**src/hdl/http_chunked_body_decoder_core_macros.svh**
```systemverilog
// ----------------------------------------------------------------------------
// http chunked body decoder - assertion macros
// shared concurrent assertion forms for the decoder core
// ----------------------------------------------------------------------------
`ifndef HTTP_CHUNKED_BODY_DECODER_CORE_MACROS_SVH
`define HTTP_CHUNKED_BODY_DECODER_CORE_MACROS_SVH

// same-cycle implication, disabled while reset is held
`define HCBD_ASSERT_NOW(label, clk, rst_n, ante, cons) \
    label: assert property (@(posedge clk) disable iff (!(rst_n)) (ante) |-> (cons)) \
        else $error("hcbd assertion failed");

// next-cycle implication, disabled while reset is held
`define HCBD_ASSERT_NEXT(label, clk, rst_n, ante, cons) \
    label: assert property (@(posedge clk) disable iff (!(rst_n)) (ante) |=> (cons)) \
        else $error("hcbd assertion failed");

`endif

```
**src/hdl/hcbd_pkg.sv**
```systemverilog
// ----------------------------------------------------------------------------
// hcbd_pkg
// types, constants and helpers for the chunked body decoder
// ----------------------------------------------------------------------------
`default_nettype none

package hcbd_pkg;

    localparam int SIZE_BITS = 32;

    localparam logic [7:0] CH_CR = 8'h0D;
    localparam logic [7:0] CH_LF = 8'h0A;

    typedef enum logic [6:0] {
        PH_SIZE    = 7'b0000001,
        PH_EXT     = 7'b0000010,
        PH_SIZE_LF = 7'b0000100,
        PH_DATA    = 7'b0001000,
        PH_DATA_CR = 7'b0010000,
        PH_DATA_LF = 7'b0100000,
        PH_DONE    = 7'b1000000
    } t_phase;

    typedef enum logic [1:0] {
        ST_OK        = 2'd0,
        ST_SATURATED = 2'd1,
        ST_FRAMING   = 2'd2
    } t_status;

    typedef struct packed {
        logic       out_valid;
        logic [7:0] out_byte;
        logic       chunk_last;
        logic       body_done;
        t_status    status;
    } t_result;

    typedef struct packed {
        logic       is_hex;
        logic [3:0] value;
    } t_hex;

    function automatic t_hex hex_decode(input logic [7:0] c);
        t_hex h;
        h.is_hex = 1'b1;
        h.value  = 4'd0;
        if (c >= 8'h30 && c <= 8'h39) begin
            h.value = c[3:0];
        end else if ((c >= 8'h41 && c <= 8'h46) || (c >= 8'h61 && c <= 8'h66)) begin
            h.value = c[3:0] + 4'd9;
        end else begin
            h.is_hex = 1'b0;
        end
        return h;
    endfunction

endpackage

`default_nettype wire

```
**src/hdl/hcbd_in_if.sv**
```systemverilog
// ----------------------------------------------------------------------------
// hcbd_in_if
// input channel of the decoder: one raw body byte per item
// ----------------------------------------------------------------------------
`default_nettype none

interface hcbd_in_if;
    logic       valid;
    logic       ready;
    logic [7:0] in_byte;
    logic       start_of_body;

    modport source (output valid, output in_byte, output start_of_body, input ready);
    modport sink   (input valid, input in_byte, input start_of_body, output ready);
endinterface

`default_nettype wire

```
**src/hdl/hcbd_out_if.sv**
```systemverilog
// ----------------------------------------------------------------------------
// hcbd_out_if
// result channel of the decoder: one result per accepted input item
// ----------------------------------------------------------------------------
`default_nettype none

interface hcbd_out_if;
    logic                valid;
    logic                ready;
    logic                out_valid;
    logic [7:0]          out_byte;
    logic                chunk_last;
    logic                body_done;
    logic [1:0]          status;

    modport source (output valid, output out_valid, output out_byte, output chunk_last,
                    output body_done, output status, input ready);
    modport sink   (input valid, input out_valid, input out_byte, input chunk_last,
                    input body_done, input status, output ready);
endinterface

`default_nettype wire

```
**src/hdl/http_chunked_body_decoder_core.sv**
```systemverilog
// ----------------------------------------------------------------------------
// http_chunked_body_decoder_core
// streaming decoder for an http/1.1 chunked body, one byte per item
// ----------------------------------------------------------------------------
// usage
//   i_in carries raw body bytes with a start_of_body flag that restarts the
//   parser on that byte. o_out returns exactly one result per input item:
//   a data byte flag with the byte, chunk_last on the final byte of a chunk,
//   body_done on the lf of the zero-size line and a status code.
//   latency: the result is shown on the cycle after the item is accepted.
//   throughput: one item per cycle unless a waiting result is held by
//   o_out.ready low; parser state and result both update on acceptance.
//   reset: i_rst_n low (synchronous) empties the result register and puts
//   the parser at the start of a size line.
//   stall: while o_out.ready is low a waiting result holds and i_in.ready
//   drops; i_in.ready stays high whenever the result register is empty or
//   is being taken in the same cycle.
// ----------------------------------------------------------------------------
`default_nettype none

`include "http_chunked_body_decoder_core_macros.svh"

module http_chunked_body_decoder_core (
    input  wire         i_clk,
    input  wire         i_rst_n,
    hcbd_in_if.sink     i_in,
    hcbd_out_if.source  o_out
);

    localparam int SB = hcbd_pkg::SIZE_BITS;

    hcbd_pkg::t_phase  r_phase, n_phase;
    logic [SB-1:0]     r_remaining, n_remaining;
    logic              r_saw_digit, n_saw_digit;
    logic              r_out_vld;
    hcbd_pkg::t_result r_res, n_res;

    hcbd_pkg::t_phase  w_phase;
    logic [SB-1:0]     w_rem;
    logic              w_saw;
    logic [SB-1:0]     w_rem_dec;
    hcbd_pkg::t_hex    w_hex;
    logic              w_accept;

    assign i_in.ready = !r_out_vld || o_out.ready;
    assign w_accept   = i_in.valid && i_in.ready;

    // start of body restarts the line before the byte is handled
    assign w_phase   = i_in.start_of_body ? hcbd_pkg::PH_SIZE : r_phase;
    assign w_rem     = i_in.start_of_body ? '0 : r_remaining;
    assign w_saw     = i_in.start_of_body ? 1'b0 : r_saw_digit;
    assign w_rem_dec = (w_rem != '0) ? w_rem - SB'(1) : w_rem;
    assign w_hex     = hcbd_pkg::hex_decode(i_in.in_byte);

    always_comb begin
        n_phase     = w_phase;
        n_remaining = w_rem;
        n_saw_digit = w_saw;
        n_res       = '{out_valid: 1'b0, out_byte: 8'd0, chunk_last: 1'b0,
                        body_done: 1'b0, status: hcbd_pkg::ST_OK};
        unique case (w_phase)
            hcbd_pkg::PH_SIZE: begin
                if (w_hex.is_hex) begin
                    n_saw_digit = 1'b1;
                    if (w_rem[SB-1 -: 4] != 4'd0) begin
                        n_remaining  = '1;
                        n_res.status = hcbd_pkg::ST_SATURATED;
                    end else begin
                        n_remaining = {w_rem[SB-5:0], w_hex.value};
                    end
                end else if (i_in.in_byte == hcbd_pkg::CH_CR) begin
                    n_phase = hcbd_pkg::PH_SIZE_LF;
                end else begin
                    n_phase = hcbd_pkg::PH_EXT;
                end
            end
            hcbd_pkg::PH_EXT: begin
                if (i_in.in_byte == hcbd_pkg::CH_CR) begin
                    n_phase = hcbd_pkg::PH_SIZE_LF;
                end
            end
            hcbd_pkg::PH_SIZE_LF: begin
                if (i_in.in_byte == hcbd_pkg::CH_LF) begin
                    if (!w_saw) begin
                        n_res.status = hcbd_pkg::ST_FRAMING;
                        n_phase      = hcbd_pkg::PH_SIZE;
                        n_remaining  = '0;
                        n_saw_digit  = 1'b0;
                    end else if (w_rem == '0) begin
                        n_res.body_done = 1'b1;
                        n_phase         = hcbd_pkg::PH_DONE;
                    end else begin
                        n_phase = hcbd_pkg::PH_DATA;
                    end
                end else if (i_in.in_byte != hcbd_pkg::CH_CR) begin
                    n_res.status = hcbd_pkg::ST_FRAMING;
                    n_phase      = hcbd_pkg::PH_SIZE;
                    n_remaining  = '0;
                    n_saw_digit  = 1'b0;
                end
            end
            hcbd_pkg::PH_DATA: begin
                n_res.out_valid = 1'b1;
                n_res.out_byte  = i_in.in_byte;
                n_remaining     = w_rem_dec;
                if (w_rem_dec == '0) begin
                    n_res.chunk_last = 1'b1;
                    n_phase          = hcbd_pkg::PH_DATA_CR;
                end
            end
            hcbd_pkg::PH_DATA_CR: begin
                if (i_in.in_byte == hcbd_pkg::CH_CR) begin
                    n_phase = hcbd_pkg::PH_DATA_LF;
                end else begin
                    n_res.status = hcbd_pkg::ST_FRAMING;
                    n_phase      = hcbd_pkg::PH_SIZE;
                    n_remaining  = '0;
                    n_saw_digit  = 1'b0;
                end
            end
            hcbd_pkg::PH_DATA_LF: begin
                if (i_in.in_byte != hcbd_pkg::CH_LF) begin
                    n_res.status = hcbd_pkg::ST_FRAMING;
                end
                n_phase     = hcbd_pkg::PH_SIZE;
                n_remaining = '0;
                n_saw_digit = 1'b0;
            end
            default: begin
                n_phase = hcbd_pkg::PH_DONE;
            end
        endcase
    end

    always_ff @(posedge i_clk) begin
        if (!i_rst_n) begin
            r_phase     <= hcbd_pkg::PH_SIZE;
            r_remaining <= '0;
            r_saw_digit <= 1'b0;
            r_out_vld   <= 1'b0;
        end else begin
            if (w_accept) begin
                r_phase     <= n_phase;
                r_remaining <= n_remaining;
                r_saw_digit <= n_saw_digit;
                r_out_vld   <= 1'b1;
            end else if (o_out.ready) begin
                r_out_vld <= 1'b0;
            end
        end
    end

    always_ff @(posedge i_clk) begin
        if (w_accept) begin
            r_res <= n_res;
        end
    end

    assign o_out.valid      = r_out_vld;
    assign o_out.out_valid  = r_res.out_valid;
    assign o_out.out_byte   = r_res.out_byte;
    assign o_out.chunk_last = r_res.chunk_last;
    assign o_out.body_done  = r_res.body_done;
    assign o_out.status     = r_res.status;

    // data items carry no error and no end of body
    `HCBD_ASSERT_NOW(a_data_clean, i_clk, i_rst_n, r_out_vld && r_res.out_valid, r_res.status == hcbd_pkg::ST_OK && !r_res.body_done)
    // chunk end only on a data item
    `HCBD_ASSERT_NOW(a_last_on_data, i_clk, i_rst_n, r_out_vld && r_res.chunk_last, r_res.out_valid)
    // a shown end of body leaves the parser parked
    `HCBD_ASSERT_NOW(a_done_parks, i_clk, i_rst_n, r_out_vld && r_res.body_done, r_phase == hcbd_pkg::PH_DONE)
    // data phase always has bytes left to pass
    `HCBD_ASSERT_NOW(a_data_count, i_clk, i_rst_n, r_phase == hcbd_pkg::PH_DATA, r_remaining != '0)
    // once parked, bytes come back empty until restarted
    `HCBD_ASSERT_NEXT(a_parked_quiet, i_clk, i_rst_n, w_accept && r_phase == hcbd_pkg::PH_DONE && !i_in.start_of_body, r_out_vld && !r_res.out_valid && !r_res.body_done && r_res.status == hcbd_pkg::ST_OK)

endmodule

`default_nettype wire

```
**src/flat_wrapper.sv**
```systemverilog
// flat-port wrapper written by rule: the top's interface ports become plain ports
module http_chunked_body_decoder_core_flat 
  (i_clk, i_rst_n, i_in_valid, i_in_in_byte, i_in_start_of_body, i_in_ready, o_out_valid, o_out_out_valid, o_out_out_byte, o_out_chunk_last, o_out_body_done, o_out_status, o_out_ready);
  hcbd_in_if i_in_i ();
  hcbd_out_if o_out_i ();
  input  wire i_clk;
  input  wire i_rst_n;
  input wire logic [$bits(i_in_i.valid)-1:0] i_in_valid;
  input wire logic [$bits(i_in_i.in_byte)-1:0] i_in_in_byte;
  input wire logic [$bits(i_in_i.start_of_body)-1:0] i_in_start_of_body;
  output wire logic [$bits(i_in_i.ready)-1:0] i_in_ready;
  output wire logic [$bits(o_out_i.valid)-1:0] o_out_valid;
  output wire logic [$bits(o_out_i.out_valid)-1:0] o_out_out_valid;
  output wire logic [$bits(o_out_i.out_byte)-1:0] o_out_out_byte;
  output wire logic [$bits(o_out_i.chunk_last)-1:0] o_out_chunk_last;
  output wire logic [$bits(o_out_i.body_done)-1:0] o_out_body_done;
  output wire logic [$bits(o_out_i.status)-1:0] o_out_status;
  input wire logic [$bits(o_out_i.ready)-1:0] o_out_ready;
  assign i_in_i.valid = i_in_valid;
  assign i_in_i.in_byte = i_in_in_byte;
  assign i_in_i.start_of_body = i_in_start_of_body;
  assign i_in_ready = i_in_i.ready;
  assign o_out_valid = o_out_i.valid;
  assign o_out_out_valid = o_out_i.out_valid;
  assign o_out_out_byte = o_out_i.out_byte;
  assign o_out_chunk_last = o_out_i.chunk_last;
  assign o_out_body_done = o_out_i.body_done;
  assign o_out_status = o_out_i.status;
  assign o_out_i.ready = o_out_ready;
  http_chunked_body_decoder_core u_core (.i_clk(i_clk), .i_rst_n(i_rst_n), .i_in(i_in_i), .o_out(o_out_i));
endmodule
```
**config.mk**
```make
export PLATFORM = sky130hd
export DESIGN_NAME = http_chunked_body_decoder_core_flat
export DESIGN_NICKNAME = d
export VERILOG_FILES = /design/src/hdl/hcbd_pkg.sv /design/src/hdl/hcbd_in_if.sv /design/src/hdl/hcbd_out_if.sv /design/src/hdl/http_chunked_body_decoder_core.sv /design/src/flat_wrapper.sv
export VERILOG_INCLUDE_DIRS = /design/src /design/src/hdl
export SDC_FILE = /design/constraint.sdc
export NUM_CORES = 1
export LEC_CHECK = 0
export BUFFER_PORTS_ARGS = -buffer_cell sky130_fd_sc_hd__buf_2
export CAP_MARGIN = 15
export CORE_AREA = 2 2 88 90
export DETAILED_ROUTE_END_ITERATION = 6
export DIE_AREA = 0 0 90 92
export PLACE_DENSITY = 0.84
export SLEW_MARGIN = 20
export SYNTH_ARGS = -nofsm -noshare
export SYNTH_HDL_FRONTEND = slang
export SYNTH_SLANG_ARGS = --single-unit
```
**constraint.sdc**
```tcl
create_clock -name i_clk -period 10.6 [get_ports i_clk]
set_input_delay 1.06 -clock i_clk [delete_from_list [all_inputs] [get_ports i_clk]]
set_output_delay 1.06 -clock i_clk [all_outputs]
set_load 0.05 [all_outputs]
```
==> Yosys cells after proc, flatten, opt, wreduce, memory -nomap -nowiden <==
Cells that the tools add are included.
{ "op_classes": {"add_sub_neg": 2, "magnitude_cmp": 6, "n_eq_ne": 10, "n_mux": 44, "n_reduce_logical": 13} }
{ "op_table": {"columns": ["operator", "n"], "rows": [
  ["$mux 32", 8],
  ["$pmux 32 s5", 1],
  ["$logic_not 32->1", 2],
  ["$mux 7", 8],
  ["$pmux 7 s6", 1],
  ["$reduce_bool 32->1", 1],
  ["$sub 32x1->32 const B", 1],
  ["$eq 8x4->1 const B", 2],
  ["$ge 8x7->1 const B", 2],
  ["$le 8x7->1 const B", 2],
  ["$ne 8x4->1 const B", 2],
  ["$mux 1", 13],
  ["$mux 2", 6],
  ["$mux 10", 1],
  ["$ge 8x6->1 const B", 1],
  ["$le 8x6->1 const B", 1],
  ["$mux 4", 2],
  ["$pmux 2 s4", 1],
  ["$eq 7x1->1 const B", 1],
  ["$eq 7x2->1 const B", 1],
  ["$eq 7x3->1 const B", 1],
  ["$eq 7x4->1 const B", 1],
  ["$eq 7x5->1 const B", 1],
  ["$eq 7x6->1 const B", 1],
  ["other kinds (10)", 14]
]} }
{ "word_totals": {"register_bits": 54, "in_bits": 13, "out_inout_bits": 15, "elab_cells": 84} }

==> Logic depth before layout (Yosys ltp) <==
{ "logic_depth": {"depth_word": 8, "ltp_mapped": 16, "ltp_nobuf": 11} }

==> Worst setup path before layout <==
OpenSTA, ideal clock, no wires.
{ "synth_path": {"path_kind": "input-to-reg", "from": "in i_in_start_of_body", "to": "reg u_core.r_res, in the netlist u_core.o_out.chunk_last, data pin", "setup_time_ns": 0.170, "arrival_time_ns": 3.992, "t_required_ns": 10.430, "slack_ns": 6.438, "path_stages": 15, "path_buffers": 4, "cell_sequence": "clkbuf_8 -> clkbuf_8 -> clkbuf_8 -> nor2b_1 -> inv_1 -> ha_1 -> clkbuf_1 -> nor4b_1 -> nand4_1 -> a2111oi_0 -> mux2i_1 -> o31ai_1 -> nor4_1 -> nand3_1 -> nor4_2"} }
{ "synth_via": {"elab_chain_len": 5, "elab_cells_between_ends": 8, "cone_classes": "add/sub: 1; eq/ne: 1; mux: 4; reduce/logical: 2"} }
{ "synth_rtl": {"columns": ["element", "line", "text"], "rows": [
  ["from (decl)", "flat_wrapper.sv:10", "input wire logic [$bits(i_in_i.start_of_body)-1:0] i_in_start_of_body;"],
  ["$mux 32", "http_chunked_body_decoder_core.sv:50", "assign w_rem = i_in.start_of_body ? '0 : r_remaining;"],
  ["$sub 32x1->32 or $reduce_bool 32->1 (tied branches)", "http_chunked_body_decoder_core.sv:52", "assign w_rem_dec = (w_rem != '0) ? w_rem - SB'(1) : w_rem;"],
  ["$mux 32", "http_chunked_body_decoder_core.sv:52", null],
  ["$logic_not 32->1", "http_chunked_body_decoder_core.sv:106", "if (w_rem_dec == '0) begin"],
  ["$mux 1", "http_chunked_body_decoder_core.sv:106", null],
  ["to (signal assigned)", "http_chunked_body_decoder_core.sv:155", "r_res <= n_res;"],
  ["to (decl)", "http_chunked_body_decoder_core.sv:36", "hcbd_pkg::t_result r_res, n_res;"]
]} }
Parallel ways exist; a longest one is shown, timed or not.
A chain may end at the register's enable or synchronous reset.

==> Final worst setup path <==
Ends and elaborated chain as after synthesis.

==> summary.md <==
| Metric | Value |
|---|---|
| Final setup vio count | 0 |
| Register bit total from synthesis | 54 |
| Share of cells above drive strength 1 | 0.100 |
| Initial DRC count | 800 |
| Minimum clock period | 4610 ps |
| Max Cap Viol | 0 |
| Seq/Total Area, Yosys | 0.261 |
| DP Cell Count | 702 |
| CTS tree | done |
| Placeable Area | 0.00745 sq mm |
| Total GRT Usage | 0.379 |
| RSZ-0062 raised after global routing | false |
| CTS resizes | 0 |
| Filler cells | 693 |
| Crit path kind | primary input to register |
| Number of global-route vias before repair | between 4000 and 5000 |
| H-tree Lvls | 2 |
| Status | finished, final reports clean |
| Leakage | roughly 0.0017 uW |
| Placer Congestion | 1.03 |
| DRT Wirelength | 16.0 mm |
| First-pass GRT wire length | 25.0 mm |
| ANT nets after route | 0 |
| Period Utilization, post-route | 0.435 |
| Worst EP required | 10740 ps |
| Warning count from the yosys run | 0 |
| Clk root buf | clkbuf_8 |
| Cell count after synthesis | roughly 620 |
| Async SR Flop Fraction | 0 |
| IO buf count | 27 |
| Net switching power figure | 216 uW |
| Top-level port count | 28 |
| Layout Utilization | 0.636 |
| Area contributors post-synth | dfxtp_1 18%, edfxtp_1 8.4%, o21ai_0 6.3% |
| Setup Fix Bufs, Post-CTS | 0 |
| Mean post-synth cell area | 7.46 sq um |
| DR pass1 iterations | 6 |
| Mapped Area | 0.00464 sq mm |
| Yosys top cell area share | 0.177 |
| Fin Setup TNS | 0 ps |
| Int Power | 347 uW |
| Largest fanout on the critical path | 56 |
| Clock group share of total power | 0.257 |
| Slew Limit Fails | 0 |
| DP HPWL | 10.9 mm |
| Sink Count | 54 |
| Initial Util | 0.623 |
| Number of synthesized flops with an enable pin | 13 |
| Synthesized net count | 640 |
| Top cell type by total area after synthesis | dfxtp_1 |
| Die W | 90 microns |
| DR vias/cell | 7.32 |
| CTS Buf Count | 5 |
| Critical Path AT | 4750 ps |
| Via count | between 5000 and 6000 |
| Initial antenna violation count | 0 |
| Combinational Power Share | 0.336 |
| Sequential Power Share | 0.408 |
| Area Growth Syn to Fin | 1.97% |
| Worst hold path depth | 2 |
| Final cell count without fillers | between 700 and 800 |
| Die area | 0.00828 sq mm |
| Worst-skew pair later-pin latency | 320 ps |
| Sw frac | 0.383 |
| Slew @ Worst Pin | 1000 ps |
| Maximum root-to-sink buffer count | 2 |
| Worst clock skew | approximately 14 ps |
| FF-to-FF path depth | 8 |
| Clock-pin slew on the worst setup and hold paths | 100 ps |
| Synth Flop Type | dfxtp_1 |
| Max-slew headroom | 0.323 |
| Hold buffers post-CTS | 0 |
| Antenna Cells | 0 |
| Site row count | 32 |
| Startpoint Class | primary input |
| Worst hold path class | register to register |
| GRT Residual Overflow | 0 |
| Pin count of the biggest net entering global routing | 59 |
| FMAX | ~220 MHz |
| CP endpoint kind | register |
| Wire length per cell | 22.5 microns |
| Cell area power density | 119 mW/mm^2 |
| Die span in y | 92 microns |
| Final net count | 625 |
| Final hold vios | 0 |
| Maximum vdd drop | 0.0856 mV |
| Synth cell types | 82 |
| Drt drc | 0 |
metal layers:
| layer | GRT usage | wire, microns | vias to the layer above |
|---|---|---|---|
| met5 | 0 | 0 | - |
| met4 | 0.127 | 532 | 0 |
| met3 | 0.0846 | 2070 | 57 |
| met2 | 0.563 | 6850 | 428 |
| met1 | 0.544 | 6550 | 2396 |
| li1 | - | - | 2319 |
sequential cells by signal, indices dropped and copies added (netlist names):
name                     cells
u_core.o_out.status          2
u_core.r_phase               7
u_core.r_saw_digit           1
u_core.o_out.valid           1
u_core.r_remaining          32
u_core.o_out.body_done       1
u_core.o_out.out_byte        8
u_core.o_out.chunk_last      1
u_core.o_out.out_valid       1
worst max-delay path: stages:
cell,delay [ps]
buf_2,80
buf_4,490
nor2b_1,170
inv_1,160
ha_1,350
nor4b_1,570
nand4_1,270
a2111oi_0,480
mux2i_1,310
o31ai_1,130
nor4_1,310
nand3_1,140
nor4_2,230
cell usage in the layout (no fill, tap or decap), drive strengths merged, types with 13 or more instances in the layout:
cell type / n
nor2: 64
nand3: 21
a31oi: 21
a21oi: 29
edfxtp: 13
a21boi: 13
nor3: 26
nand2: 56
nor2b: 24
dfxtp: 41
o21ai: 59
nor4: 23
buf: 32
power groups by stage:
stage,combinational (uW),clock [uW],sequential [uW]
floorplan,133,0,235
global placement,180,0,233
detailed placement,180,0,233
CTS,181,144,228
global route,200,152,230
finish,189,144,229
final timing paths:
check                     start                      end  slack (ps)
max          i_in_start_of_body  u_core.o_out.chunk_last        5990
min          u_core.r_saw_digit       u_core.r_saw_digit         490
max reg2reg   u_core.r_phase[0]   u_core.r_remaining[16]        6880
min reg2reg  u_core.r_saw_digit       u_core.r_saw_digit         490
synth_stat cells, types with 5 or more instances:
library cell	count
clkbuf_1	35
nor2b_1	24
and3_1	6
a21boi_0	12
or4_1	10
ha_1	5
o21a_1	6
a31oi_1	21
a21oi_1	28
o21ai_0	58
nor2_1	64
nor3_1	25
nand2_1	55
and2_1	6
edfxtp_1	13
o22ai_1	10
nand4_1	7
nor4_1	19
dfxtp_1	41
inv_1	12
a211oi_1	5
nand3_1	20
nor4b_1	6
xnor2_1	7
o31ai_1	9
clkbuf_8	9
a22oi_1	10
buf_2	5
cell families after synthesis:
group                      after synthesis  share of synthesized area
DFF                                     54                      0.261
buffers and inverters                   68                     0.0800
muxes                                    2                    0.00431
adders and majority gates                5                     0.0135
and+or+nand+nor                        275                      0.318
AOI/OAI and AO/OA                      207                      0.302
xor gates and xnor gates                11                     0.0207
stage by stage:
stage                     hold slack [ps]  area [sq um]  setup slack, ps  power [uW]
final                                 495          4730             5990         563
after global routing                  517          4730             5660         582
after CTS                             497          4730             6060         553
after detailed placement              474          4620             5760         413
after global placement                469          4620             5890         413
after floorplan                       448          4640             6440         369
layout make-up:
cell class              instances  area (sq um)  share of cell area
flip-flops and latches         54          1210               0.256
clock inverters                 2          37.5             0.00793
multi-input cells             500          3060               0.646
repair buffers                 32           173              0.0365
inverters                      14          52.6              0.0111
clock buffers                   6          72.6              0.0153
well taps                     102           128              0.0270
(Power assumes the default switching activity.)
